<file path="src/rtl/core/reb_pkg.sv">
`default_nettype none

package reb_pkg;

   // Field and register widths.
   localparam int COUNT_WIDTH     = 16;
   localparam int TIME_WIDTH      = 32;
   localparam int DIVISOR_WIDTH   = 5;
   localparam int EVENT_WIDTH     = 2;
   localparam int STEP_WIDTH      = 8;
   localparam int CSR_INDEX_WIDTH = 2;
   localparam int CSR_DATA_WIDTH  = 16;
   localparam int DEBOUNCE_WIDTH  = 16;
   localparam int LONG_WIDTH      = 16;

   // Signed detents times the divisor, with room for the sign of the divisor operand.
   localparam int PROD_WIDTH = STEP_WIDTH + DIVISOR_WIDTH + 1;

   // Iteration counter of the bit-serial divider.
   localparam int ITER_WIDTH = $clog2(COUNT_WIDTH);
   localparam int ITER_LAST  = COUNT_WIDTH - 1;

   // Saturation limits of the detent count.
   localparam int STEP_POS_LIMIT = (1 << (STEP_WIDTH - 1)) - 1;
   localparam int STEP_NEG_LIMIT = 1 << (STEP_WIDTH - 1);

   // Register reset values.
   localparam int RESET_COUNTS_PER_DETENT = 4;
   localparam int RESET_DEBOUNCE_TIME     = 20;
   localparam int RESET_LONG_PRESS_TIME   = 1000;

   // Register indexes.
   localparam logic [CSR_INDEX_WIDTH-1:0] CSR_COUNTS_PER_DETENT = 2'd0;
   localparam logic [CSR_INDEX_WIDTH-1:0] CSR_DEBOUNCE_TIME     = 2'd1;
   localparam logic [CSR_INDEX_WIDTH-1:0] CSR_LONG_PRESS_TIME   = 2'd2;

   typedef enum logic [EVENT_WIDTH-1:0] {
      EV_NONE    = 2'd0,
      EV_ROTATED = 2'd1,
      EV_SHORT   = 2'd2,
      EV_LONG    = 2'd3
   } event_kind_type;

   typedef logic [COUNT_WIDTH-1:0] count_type;
   typedef logic [TIME_WIDTH-1:0]  time_type;

endpackage

`default_nettype wire

</file>
<file path="src/rtl/core/reb_div.sv">
`default_nettype none

module reb_div (
   input  logic                                 clock,
   input  logic                                 reset,
   input  logic                                 start,
   input  logic [reb_pkg::COUNT_WIDTH-1:0]      dividend,
   input  logic [reb_pkg::DIVISOR_WIDTH-1:0]    divisor,
   output logic [reb_pkg::COUNT_WIDTH-1:0]      quotient,
   output logic                                 done
);
   import reb_pkg::*;

   logic                      busy_ff, busy_in;
   logic                      done_ff, done_in;
   logic [ITER_WIDTH-1:0]     iter_ff, iter_in;
   logic [COUNT_WIDTH-1:0]    quo_ff, quo_in;
   logic [DIVISOR_WIDTH-1:0]  rem_ff, rem_in;
   logic [DIVISOR_WIDTH-1:0]  divisor_ff, divisor_in;
   logic [DIVISOR_WIDTH:0]    trial;
   logic [DIVISOR_WIDTH:0]    trial_diff;
   logic                      fits;

   // One restoring step: bring down the next dividend bit and try the subtraction.
   always_comb begin
      trial      = {rem_ff, quo_ff[COUNT_WIDTH-1]};
      trial_diff = trial - {1'b0, divisor_ff};
      fits       = (trial >= {1'b0, divisor_ff});
   end

   // Sequencing: load on start, then one quotient bit per cycle.
   always_comb begin
      busy_in    = busy_ff;
      done_in    = 1'b0;
      iter_in    = iter_ff;
      quo_in     = quo_ff;
      rem_in     = rem_ff;
      divisor_in = divisor_ff;
      if (start) begin
         busy_in    = 1'b1;
         iter_in    = '0;
         quo_in     = dividend;
         rem_in     = '0;
         divisor_in = divisor;
      end else if (busy_ff) begin
         quo_in  = {quo_ff[COUNT_WIDTH-2:0], fits};
         rem_in  = fits ? trial_diff[DIVISOR_WIDTH-1:0] : trial[DIVISOR_WIDTH-1:0];
         iter_in = iter_ff + 1'b1;
         if (iter_ff == ITER_WIDTH'(ITER_LAST)) begin
            busy_in = 1'b0;
            done_in = 1'b1;
         end
      end
   end

   always_ff @(posedge clock) begin
      if (reset) begin
         busy_ff <= 1'b0;
         done_ff <= 1'b0;
      end else begin
         busy_ff <= busy_in;
         done_ff <= done_in;
      end
      iter_ff    <= iter_in;
      quo_ff     <= quo_in;
      rem_ff     <= rem_in;
      divisor_ff <= divisor_in;
   end

   assign quotient = quo_ff;
   assign done     = done_ff;

endmodule

`default_nettype wire

</file>
<file path="src/rtl/core/rotary_encoder_button_events_core.sv">
// A rotation request passes the divide, apply and done states; a button request also passes debounce and long-press.
// The divider is bit-serial, one quotient bit per cycle.
// One request is in flight at a time; a finished result waits in the output register.
// Reset (synchronous, active high) restores the register defaults and the tracking state:
// consumed count zero, button released, timestamps zero, no long press reported.
`default_nettype none

module rotary_encoder_button_events_core (
   input  logic                                     clock,
   input  logic                                     reset,
   input  logic                                     req_valid,
   output logic                                     req_stall,
   input  logic signed [reb_pkg::COUNT_WIDTH-1:0]   req_encoder_count,
   input  logic                                     req_button_raw,
   input  logic [reb_pkg::TIME_WIDTH-1:0]           req_now_ms,
   output logic                                     rsp_valid,
   input  logic                                     rsp_stall,
   output logic [reb_pkg::EVENT_WIDTH-1:0]          rsp_event_kind,
   output logic signed [reb_pkg::STEP_WIDTH-1:0]    rsp_detent_steps,
   input  logic                                     csr_write,
   input  logic [reb_pkg::CSR_INDEX_WIDTH-1:0]      csr_index,
   input  logic [reb_pkg::CSR_DATA_WIDTH-1:0]       csr_data
);
   import reb_pkg::*;

   typedef enum logic [2:0] {
      ST_IDLE,
      ST_DIVIDE,
      ST_APPLY,
      ST_DEBOUNCE,
      ST_LONG,
      ST_DONE
   } state_type;

   // Configuration registers.
   logic [DIVISOR_WIDTH-1:0]  cpd_ff, cpd_in;
   logic [DEBOUNCE_WIDTH-1:0] debounce_ff, debounce_in;
   logic [LONG_WIDTH-1:0]     long_time_ff, long_time_in;

   // Sequencer and request state.
   state_type                 state_ff, state_in;
   logic                      raw_ff, raw_in;
   time_type                  now_ff, now_in;
   logic [DIVISOR_WIDTH-1:0]  divisor_ff, divisor_in;
   logic                      negative_ff, negative_in;
   logic signed [STEP_WIDTH-1:0] det_ff, det_in;
   event_kind_type            kind_ff, kind_in;

   // Tracking state.
   count_type                 consumed_ff, consumed_in;
   logic                      stable_ff, stable_in;
   logic                      previous_ff, previous_in;
   time_type                  change_ff, change_in;
   time_type                  press_ff, press_in;
   logic                      long_ff, long_in;

   // Output register.
   logic                      rsp_valid_ff, rsp_valid_in;
   event_kind_type            rsp_kind_ff, rsp_kind_in;
   logic signed [STEP_WIDTH-1:0] rsp_steps_ff, rsp_steps_in;

   // Datapath.
   logic                      req_accept;
   logic [DIVISOR_WIDTH-1:0]  divisor_eff;
   count_type                 delta;
   logic                      delta_negative;
   count_type                 delta_mag;
   count_type                 div_quotient;
   logic                      div_done;
   logic [STEP_WIDTH-1:0]     det_sat;
   logic signed [PROD_WIDTH-1:0] product;
   time_type                  since_change;
   time_type                  since_press;
   logic                      debounce_elapsed;
   logic                      long_elapsed;
   logic                      stable_next;

   assign req_stall  = (state_ff != ST_IDLE);
   assign req_accept = req_valid && !req_stall;

   // Configuration writes; an index beyond the list is ignored.
   always_comb begin
      cpd_in       = cpd_ff;
      debounce_in  = debounce_ff;
      long_time_in = long_time_ff;
      if (csr_write) begin
         unique case (csr_index)
            CSR_COUNTS_PER_DETENT: cpd_in       = csr_data[DIVISOR_WIDTH-1:0];
            CSR_DEBOUNCE_TIME:     debounce_in  = csr_data[DEBOUNCE_WIDTH-1:0];
            CSR_LONG_PRESS_TIME:   long_time_in = csr_data[LONG_WIDTH-1:0];
            default: begin
            end
         endcase
      end
   end

   // Signed count difference, split into sign and magnitude for the divider.
   always_comb begin
      divisor_eff    = (cpd_ff == '0) ? DIVISOR_WIDTH'(1) : cpd_ff;
      delta          = count_type'(req_encoder_count) - consumed_ff;
      delta_negative = delta[COUNT_WIDTH-1];
      delta_mag      = delta_negative ? (~delta + 1'b1) : delta;
   end

   reb_div u_div (
      .clock    (clock),
      .reset    (reset),
      .start    (req_accept),
      .dividend (delta_mag),
      .divisor  (divisor_eff),
      .quotient (div_quotient),
      .done     (div_done)
   );

   // Restore the sign of the quotient and clamp it to the detent range.
   always_comb begin
      if (!negative_ff) begin
         det_sat = (div_quotient > COUNT_WIDTH'(STEP_POS_LIMIT)) ?
                   STEP_WIDTH'(STEP_POS_LIMIT) : div_quotient[STEP_WIDTH-1:0];
      end else begin
         det_sat = (div_quotient > COUNT_WIDTH'(STEP_NEG_LIMIT)) ?
                   STEP_WIDTH'(STEP_NEG_LIMIT) :
                   (~div_quotient[STEP_WIDTH-1:0] + 1'b1);
      end
   end

   // Counts consumed by a rotation: detents times the divisor.
   assign product = det_ff * $signed({1'b0, divisor_ff});

   // Elapsed times, wrapping with the timestamp.
   always_comb begin
      since_change     = now_ff - change_ff;
      since_press      = now_ff - press_ff;
      debounce_elapsed = (since_change >= TIME_WIDTH'(debounce_ff));
      long_elapsed     = (since_press >= TIME_WIDTH'(long_time_ff));
      stable_next      = (raw_ff != stable_ff && debounce_elapsed) ? raw_ff : stable_ff;
   end

   // Sequencer.
   always_comb begin
      state_in     = state_ff;
      raw_in       = raw_ff;
      now_in       = now_ff;
      divisor_in   = divisor_ff;
      negative_in  = negative_ff;
      det_in       = det_ff;
      kind_in      = kind_ff;
      consumed_in  = consumed_ff;
      stable_in    = stable_ff;
      previous_in  = previous_ff;
      change_in    = change_ff;
      press_in     = press_ff;
      long_in      = long_ff;
      rsp_valid_in = rsp_valid_ff && rsp_stall;
      rsp_kind_in  = rsp_kind_ff;
      rsp_steps_in = rsp_steps_ff;

      unique case (state_ff)
         ST_IDLE: begin
            if (req_accept) begin
               raw_in      = req_button_raw;
               now_in      = req_now_ms;
               divisor_in  = divisor_eff;
               negative_in = delta_negative;
               state_in    = ST_DIVIDE;
            end
         end

         ST_DIVIDE: begin
            if (div_done) begin
               det_in   = $signed(det_sat);
               state_in = ST_APPLY;
            end
         end

         // A rotation consumes its counts and skips the button for this request.
         ST_APPLY: begin
            if (det_ff != '0) begin
               consumed_in = consumed_ff + COUNT_WIDTH'(product);
               kind_in     = EV_ROTATED;
               state_in    = ST_DONE;
            end else begin
               kind_in  = EV_NONE;
               state_in = ST_DEBOUNCE;
            end
         end

         // Debounce by time, then report a release as a short press.
         ST_DEBOUNCE: begin
            stable_in = stable_next;
            if (raw_ff != stable_ff) begin
               if (debounce_elapsed) begin
                  change_in = now_ff;
                  if (!raw_ff) begin
                     press_in = now_ff;
                     long_in  = 1'b0;
                  end
               end
            end else begin
               change_in = now_ff;
            end
            if (stable_next != previous_ff) begin
               previous_in = stable_next;
               if (stable_next && !long_ff) begin
                  kind_in = EV_SHORT;
               end
            end
            state_in = ST_LONG;
         end

         // One long press per hold.
         ST_LONG: begin
            if (!stable_ff && !long_ff && long_elapsed) begin
               long_in = 1'b1;
               kind_in = EV_LONG;
            end
            state_in = ST_DONE;
         end

         ST_DONE: begin
            if (!rsp_valid_ff || !rsp_stall) begin
               rsp_valid_in = 1'b1;
               rsp_kind_in  = kind_ff;
               rsp_steps_in = det_ff;
               state_in     = ST_IDLE;
            end
         end

         default: begin
            state_in = ST_IDLE;
         end
      endcase
   end

   always_ff @(posedge clock) begin
      if (reset) begin
         cpd_ff       <= DIVISOR_WIDTH'(RESET_COUNTS_PER_DETENT);
         debounce_ff  <= DEBOUNCE_WIDTH'(RESET_DEBOUNCE_TIME);
         long_time_ff <= LONG_WIDTH'(RESET_LONG_PRESS_TIME);
         state_ff     <= ST_IDLE;
         consumed_ff  <= '0;
         stable_ff    <= 1'b1;
         previous_ff  <= 1'b1;
         change_ff    <= '0;
         press_ff     <= '0;
         long_ff      <= 1'b0;
         rsp_valid_ff <= 1'b0;
      end else begin
         cpd_ff       <= cpd_in;
         debounce_ff  <= debounce_in;
         long_time_ff <= long_time_in;
         state_ff     <= state_in;
         consumed_ff  <= consumed_in;
         stable_ff    <= stable_in;
         previous_ff  <= previous_in;
         change_ff    <= change_in;
         press_ff     <= press_in;
         long_ff      <= long_in;
         rsp_valid_ff <= rsp_valid_in;
      end
      raw_ff       <= raw_in;
      now_ff       <= now_in;
      divisor_ff   <= divisor_in;
      negative_ff  <= negative_in;
      det_ff       <= det_in;
      kind_ff      <= kind_in;
      rsp_kind_ff  <= rsp_kind_in;
      rsp_steps_ff <= rsp_steps_in;
   end

   assign rsp_valid        = rsp_valid_ff;
   assign rsp_event_kind   = rsp_kind_ff;
   assign rsp_detent_steps = rsp_steps_ff;

`ifndef SYNTHESIS
   // A rotation always carries detents; every other event carries none.
   assert property (@(posedge clock) disable iff (reset)
      rsp_valid |-> ((rsp_event_kind == EV_ROTATED) == (rsp_detent_steps != '0)))
      else $error("detent steps disagree with event kind");

   // The divider only finishes while the sequencer waits for it.
   assert property (@(posedge clock) disable iff (reset)
      div_done |-> (state_ff == ST_DIVIDE))
      else $error("divider finished outside the divide state");

   // An accepted request blocks the next one.
   assert property (@(posedge clock) disable iff (reset)
      req_accept |=> req_stall)
      else $error("request accepted while another is in flight");

   // A long press is only recorded by the long-press step.
   assert property (@(posedge clock) disable iff (reset)
      $rose(long_ff) |-> $past(state_ff == ST_LONG))
      else $error("long press flag set outside the long-press step");
`endif

endmodule

`default_nettype wire
</file>
<file path="config.mk">
export PLATFORM = sky130hd
export DESIGN_NAME = rotary_encoder_button_events_core
export DESIGN_NICKNAME = d
export VERILOG_FILES = /design/src/rtl/core/reb_pkg.sv /design/src/rtl/core/reb_div.sv /design/src/rtl/core/rotary_encoder_button_events_core.sv
export SDC_FILE = /design/constraint.sdc
export NUM_CORES = 1
export LEC_CHECK = 0
export BUFFER_PORTS_ARGS = -buffer_cell sky130_fd_sc_hd__buf_4
export CAP_MARGIN = 20
export CORE_MARGIN = 8
export CORE_UTILIZATION = 54
export DETAILED_ROUTE_END_ITERATION = 6
export GPL_TIMING_DRIVEN = 0
export PLACE_DENSITY_LB_ADDON = 0.08
export REMOVE_ABC_BUFFERS = 1
export SLEW_MARGIN = 20
export SYNTH_ARGS = -nofsm -noshare
export SYNTH_HDL_FRONTEND = slang
export SYNTH_HIERARCHICAL = 1
export SYNTH_SLANG_ARGS = --single-unit
</file>
<file path="constraint.sdc">
create_clock -name clock -period 9.45 [get_ports clock]
set_input_delay 1.89 -clock clock [delete_from_list [all_inputs] [get_ports clock]]
set_output_delay 1.89 -clock clock [all_outputs]
set_load 0.1 [all_outputs]
</file>
# Word level (Yosys, flattened, before mapping)
# Cells that the tools add are included.
[totals] register_bits=215 inputBits=72 out_inout_bits=12 word_cells=129
[op_classes] add_sub_neg=8 mul=1 magnitude_cmp=5 n_eq_ne=20 mux=32 n_bitwise=4 n_reduce_logical=34
[ops] operator=">= comparator 32 x 16 -> 1 bit" count=2
[ops] operator="two-way mux 32 bit" count=2
[ops] operator="subtractor 32 bit" count=2
[ops] operator="two-way mux 16 bit" count=3
[ops] operator="two-way mux 8 bit" count=3
[ops] operator="!= test 2 bit (second input constant)" count=9
[ops] operator="one-hot mux 3 bit (6 select lines)" count=1
[ops] operator="AND reduction 2 bit" count=9
[ops] operator="adder 16 x 1 -> 16 bit (second input constant)" count=1
[ops] operator="adder 16 bit" count=1
[ops] operator="greater-than comparator 16 x 7 -> 1 bit (second input constant)" count=1
[ops] operator="greater-than comparator 16 x 8 -> 1 bit (second input constant)" count=1
[ops] operator="inverter 16 bit" count=1
[ops] operator="subtractor 16 bit" count=1
[ops] operator="multiplier 8 x 6 -> 14 bit" count=1
[ops] operator="two-way mux 1 bit" count=12
[ops] operator="two-way mux 3 bit" count=4
[ops] operator="two-way mux 5 bit" count=2
[ops] operator="adder 8 x 1 -> 8 bit (second input constant)" count=1
[ops] operator="inverter 8 bit" count=1
[ops] operator="AND reduction 4 bit" count=2
[ops] operator="nonzero test 8 bit" count=1
[ops] operator="equality test 3 x 2 -> 1 bit (second input constant)" count=2
[ops] operator="equality test 3 bit (second input constant)" count=2
[ops] operator="24 further kinds" count=39

# Longest topological paths before layout
[logic_depth] word_depth=8 depth_mapped=25 ltp_nobuf=23

# By module
# The synthesis kept the hierarchy.
[by_module_without_submodules] mod="rotary_encoder_button_events_core" n_inst=1 cells_per_inst=1809 area_each_um2=14595.2 seq_area_each_um2=4254.1
[by_module_without_submodules] mod="reb_div" n_inst=1 cells_per_inst=121 area_each_um2=1510.2 seq_area_each_um2=850.8

# Worst setup path after synthesis
# No wires, ideal clock.
[synth_timing] kind="flip-flop to flip-flop" start="register now_ff[5]" end="register kind_ff[0], enable pin" setup_time_ps=313 arrival_time_ps=4974 required_time_ps=9137 slack_ps=4163 stages_incl_launch_ff=21 n_path_buf=1 period_less_slack_ps=5287 path_cell_list="edfxtp_1 > ha_1 > a21o_1 > or3_1 > o22a_1 > a31o_2 > nand2_1 > nand2_1 > a21oi_1 > xnor2_1 > ha_1 > nand4_1 > o2111ai_1 > or3_1 > or4_1 > a2111oi_2 > o2111ai_1 > or4b_1 > buf_2 > mux2i_1 > o21ai_1"
[synth_via] elab_chain_cells=7 elab_cells_between_ends=13 cone_classes="2 x add/sub; 2 x order compare; 4 x eq/ne; 1 x mux; 4 x reduce/logical"
[synth_lines] element="start: declaration" line="rotary_encoder_button_events_core.sv:43" rtl="time_type now_ff, now_in;"
[synth_lines] element="start signal: assignment" line="rotary_encoder_button_events_core.sv:262" rtl="now_ff <= now_in;"
[synth_lines] element="subtractor 32 bit" line="rotary_encoder_button_events_core.sv:132" rtl="since_change = now_ff - change_ff;"
[synth_lines] element=">= comparator 32 x 16 -> 1 bit" line="rotary_encoder_button_events_core.sv:134" rtl="debounce_elapsed = (since_change >= TIME_WIDTH'(debounce_ff));"
[synth_lines] element="logical AND 1 bit" line="rotary_encoder_button_events_core.sv:136" rtl="stable_next = (raw_ff != stable_ff && debounce_elapsed) ? raw_ff : stable_ff;"
[synth_lines] element="two-way mux 1 bit" line="rotary_encoder_button_events_core.sv:136"
[synth_lines] element="!= test 1 bit / logical AND 1 bit (equally long branches)" line="rotary_encoder_button_events_core.sv:202, rotary_encoder_button_events_core.sv:204"
[synth_lines] element="!= test 2 bit (no line)"
[synth_lines] element="AND reduction 4 bit (no line) *"
[synth_lines] element="end signal: assignment" line="rotary_encoder_button_events_core.sv:266" rtl="kind_ff <= kind_in;"
[synth_lines] element="end: declaration" line="rotary_encoder_button_events_core.sv:47" rtl="event_kind_type kind_ff, kind_in;"
# Mark *: on every way between the ends. The rest lies on a longest branch, timed or not.
# A chain may end at the register's enable or synchronous reset.

# Worst setup path after layout
[layout_timing] start="register now_ff[1]" end="register kind_ff[1], enable pin"
# Same word-level chain as after synthesis.

==> flow_summary.toml <==
[status]
status = "finished clean"

[setup_path]
cpMaxStageDelayCell = "or4b_2"
worstPathRequired_ns = 9.68
cp-start-kind = "flip-flop"
path_cells = "ha_1 > nor2b_1 > o31a_1 > o21ai_0 > nor2_1 > nor3_1 > nor2_1 > xor2_1 > ha_1 > nand2_1 > nor2_1 > a211oi_1 > o2111ai_1 > or3_1 > or4_1 > a2111oi_2 > o2111ai_1 > or4b_2 > mux2i_1 > o21ai_1"
path_max_fanout = 35
cp_num_buf_inv = 0
worst_setup_path_end_kind = "flip-flop"
cp.arrival_ns = 7.17
cpMostUsedCell = "nor2_1"
crit_cells = 20
critical_path_class = "reg -> reg"
crit_family = "simple AND/OR/NAND/NOR gates"
worst_r2r_path_depth = 20
critPathMaxStageDelay_ns = 1.14

[global_route]
grt_overflow_total = 0
grt_usage = 0.224
grt_pass1_wl_mm = 66.8
antenna_found_initial = 1
grt_pass1_vias = 13100
grt_max_degree = 86

[final_layout]
fillers = 2706
area_delta_synth_final_pct = 12.2
nets = 2240
drive_gt1_frac = 0.0879

[power_and_ir_drop]
pwr-share-seq = 0.386
ir_drop_v = 0.000143
switching_share = 0.292
internal_power_w = 0.00192
power_density_mw_per_mm2 = 150
p_leak_nw = 7.16
pwr-share-clk = 0.399
p_switching_w = 0.000790
combPwrFrac = 0.215

[sta]
hold_viol = 0
setup_viol = 0
fmax_mhz = 144
maxSlewHeadroom = 0.319
slew_violations = 0
finalWorstSetupSlack_ns = 2.51
period_minus_slack_ns = 6.94
clock_skew_ns = 0.0109
rsz0062_at_grt = "no"
timing.final.crit_share = 0.734
worst_pin_slew_ns = 1.02
tns_ns = 0

[yosys]
syn_area_mm2 = 0.0161
synthArstFlopShare = 0
synth_top_area_frac = 0.168
synth_top_family_by_area = "simple AND/OR/NAND/NOR gates"
synthMuxAreaShare = 0.0411
synth.largest_area_cell = "dfxtp_1"
synth_edf_count = 80
ys_types = 80
ys_seq_area_frac = 0.317
syn_area_per_cell_um2 = 8.34
ys_ff_latch = 215
synth_xor_area_frac = 0.0506
yosys.area_share.adder = 0.159
synth_area_leaders = "dfxtp_1 17%, edfxtp_1 15%, ha_1 12%, a21oi_1 5.5%, nand2_1 5.3%"
synth_compound_area_frac = 0.179
syn_inst = 1930
ys.flop_type = "dfxtp_1"
yosys.area_share.simple = 0.187
yosysWarnings = 6

[floorplanning]
die_area_mm2 = 0.0356
initial_core_util = 0.546
die_height_um = 189
fp.dieW_um = 189
core-area_mm2 = 0.0295
ios = 84
rows = 63

[placement]
dp_hpwl_mm = 31.3
io_buffers = 83
gp_congestion = 0.908
dpl_worst_slack_ns = 2.66

[routing]
detail-route-antenna-nets = 0
avgRoutedWirePerCell_um = 17.2
drt_pass1_iterations = 7
wl_mm = 41.1
vias = 13900
routed_via_density = 5.79
drtIter0Drc = 909
drc = 0

[clock_network]
clk_path_buf_depth = 3
cts-htree-levels = 1
cts_buffers = 27
cts-resized-gates = 0
cts_root_buf = "clkbuf_16"
cts.clk_slew.worst_paths_ns = 0.06
cts_tree = "yes"
clk_latency_ns = 0.55
cts.hold.buffers_added = 0
cts.sinks = 215
post_cts_buffers = 0

[min_path]
min_path_type = "reg -> reg"
worstHoldPathCells = 0

[job]
cap_viol_max_count = 0
[state kept, by name, indices dropped and copies added, names as in the netlist, 16 cells and up]
signal / flops
debounce_ff: 16
press_ff: 32
long_time_ff: 16
change_ff: 32
u_div/quotient: 16
now_ff: 32
consumed_ff: 16
[worst paths after layout]
path,from,to,slack (ns)
worst max-delay path,now_ff[1],kind_ff[1],2.51
worst min-delay path,kind_ff[1],rsp_event_kind[1],0.42
worst min register to register,kind_ff[1],rsp_event_kind[1],0.42
worst max register to register,now_ff[1],kind_ff[1],2.51
[per-layer routing]
layer | up-vias | share of wire | GRT usage
met5 | - | 0 | 0
met4 | 0 | 0.015 | 0.0436
met3 | 46 | 0.056 | 0.0309
met2 | 346 | 0.43 | 0.351
met1 | 6549 | 0.49 | 0.325
li1 | 6922 | - | -
[cell type report]
cell class,instances,area [um2],share of cell area
Antenna cell,1,2.50,0.000138
Inverter,204,768,0.0425
Sequential cell,215,5100,0.282
Timing Repair Buffer,94,822,0.0455
Clock buffer,36,772,0.0427
Multi-Input combinational cell,1439,9950,0.551
Clock inverter,14,166,0.00921
Tap cell,390,488,0.0270
[power by group through the flow]
stage / Sequential (W) / Combinational (W) / Clock (W)
CTS: 0.00105 / 0.000579 / 0.00110
finish: 0.00105 / 0.000582 / 0.00108
global placement: 0.00107 / 0.000556 / 0
floorplan: 0.00105 / 0.000428 / 0
detailed placement: 0.00107 / 0.000574 / 0
global route: 0.00105 / 0.000655 / 0.00114
[cells in the final DEF (no fill, tap or decap), types with 8 or more instances in the layout]
master / synthesis / final
o21a_1: 15 / 15
a31oi_1: 8 / 8
nand3_1: 75 / 75
buf_4: 3 / 87
nand2_1: 228 / 228
nor4_1: 14 / 14
inv_1: 204 / 203
clkbuf_16: 0 / 29
a21o_1: 30 / 30
dfxtp_1: 135 / 135
or3_1: 15 / 14
nor3_1: 39 / 38
a21oi_1: 176 / 176
nor2b_1: 13 / 13
ha_1: 157 / 157
a211oi_1: 18 / 18
xor2_1: 30 / 30
mux2_2: 17 / 17
o21bai_1: 10 / 10
nor2_1: 121 / 120
and3_1: 13 / 13
edfxtp_1: 80 / 80
xnor2_1: 63 / 63
a2111oi_0: 8 / 8
and2_1: 37 / 37
fa_1: 30 / 30
nand4_1: 20 / 20
o211ai_1: 16 / 16
o31ai_1: 14 / 14
nand2b_1: 14 / 14
mux2i_1: 47 / 47
o21ai_0: 107 / 107
[kinds of logic after synthesis]
group,Yosys count
adders and majority gates,187
DFF,215
AOI/OAI and AO/OA,465
and+or+nand+nor,630
muxes,64
xor gates and xnor gates,93
buffers and inverters,276
[stage by stage]
stage               hold WS (ns)  power, W  instances  instance area [um2]  utilization
floorplan                  0.400   0.00148       1858                15800            -
global placement           0.401   0.00162       2331                16900        0.574
CTS                        0.418   0.00273       2392                18100        0.613
global route               0.417   0.00284       2393                18100        0.613
finish                     0.424   0.00271       2393                18100        0.613
detailed placement         0.407   0.00164       2342                17100        0.581
[synthesized netlist by cell type, types with 4 or more instances]
cell type and instances:
o211a_1 5, nor2b_1 13, or2_2 7, xor2_1 30, mux2_2 17, nand2_1 228, a311oi_1 4, clkbuf_1 58
and3_1 13, fa_1 30, dfxtp_1 135, a21o_1 30, a21oi_1 176, o21a_1 15, a211oi_1 18, a2111oi_0 8
ha_1 157, o2111ai_1 5, or4_1 7, xnor2_1 63, o21ai_0 107, nor4_1 14, mux2i_1 47, nor3b_1 4
or3_1 15, nand3_1 75, a21boi_0 4, nor2_1 121, a211o_1 4, a31oi_1 8, edfxtp_1 80, nand4_1 20
and4_1 4, o31a_1 4, and2_1 37, o21bai_1 10, nand3b_1 7, o211ai_1 16, inv_1 204, o31ai_1 14
buf_2 6, nand2b_1 14, nor3_1 39
Power figures use the tool's default switching activity.
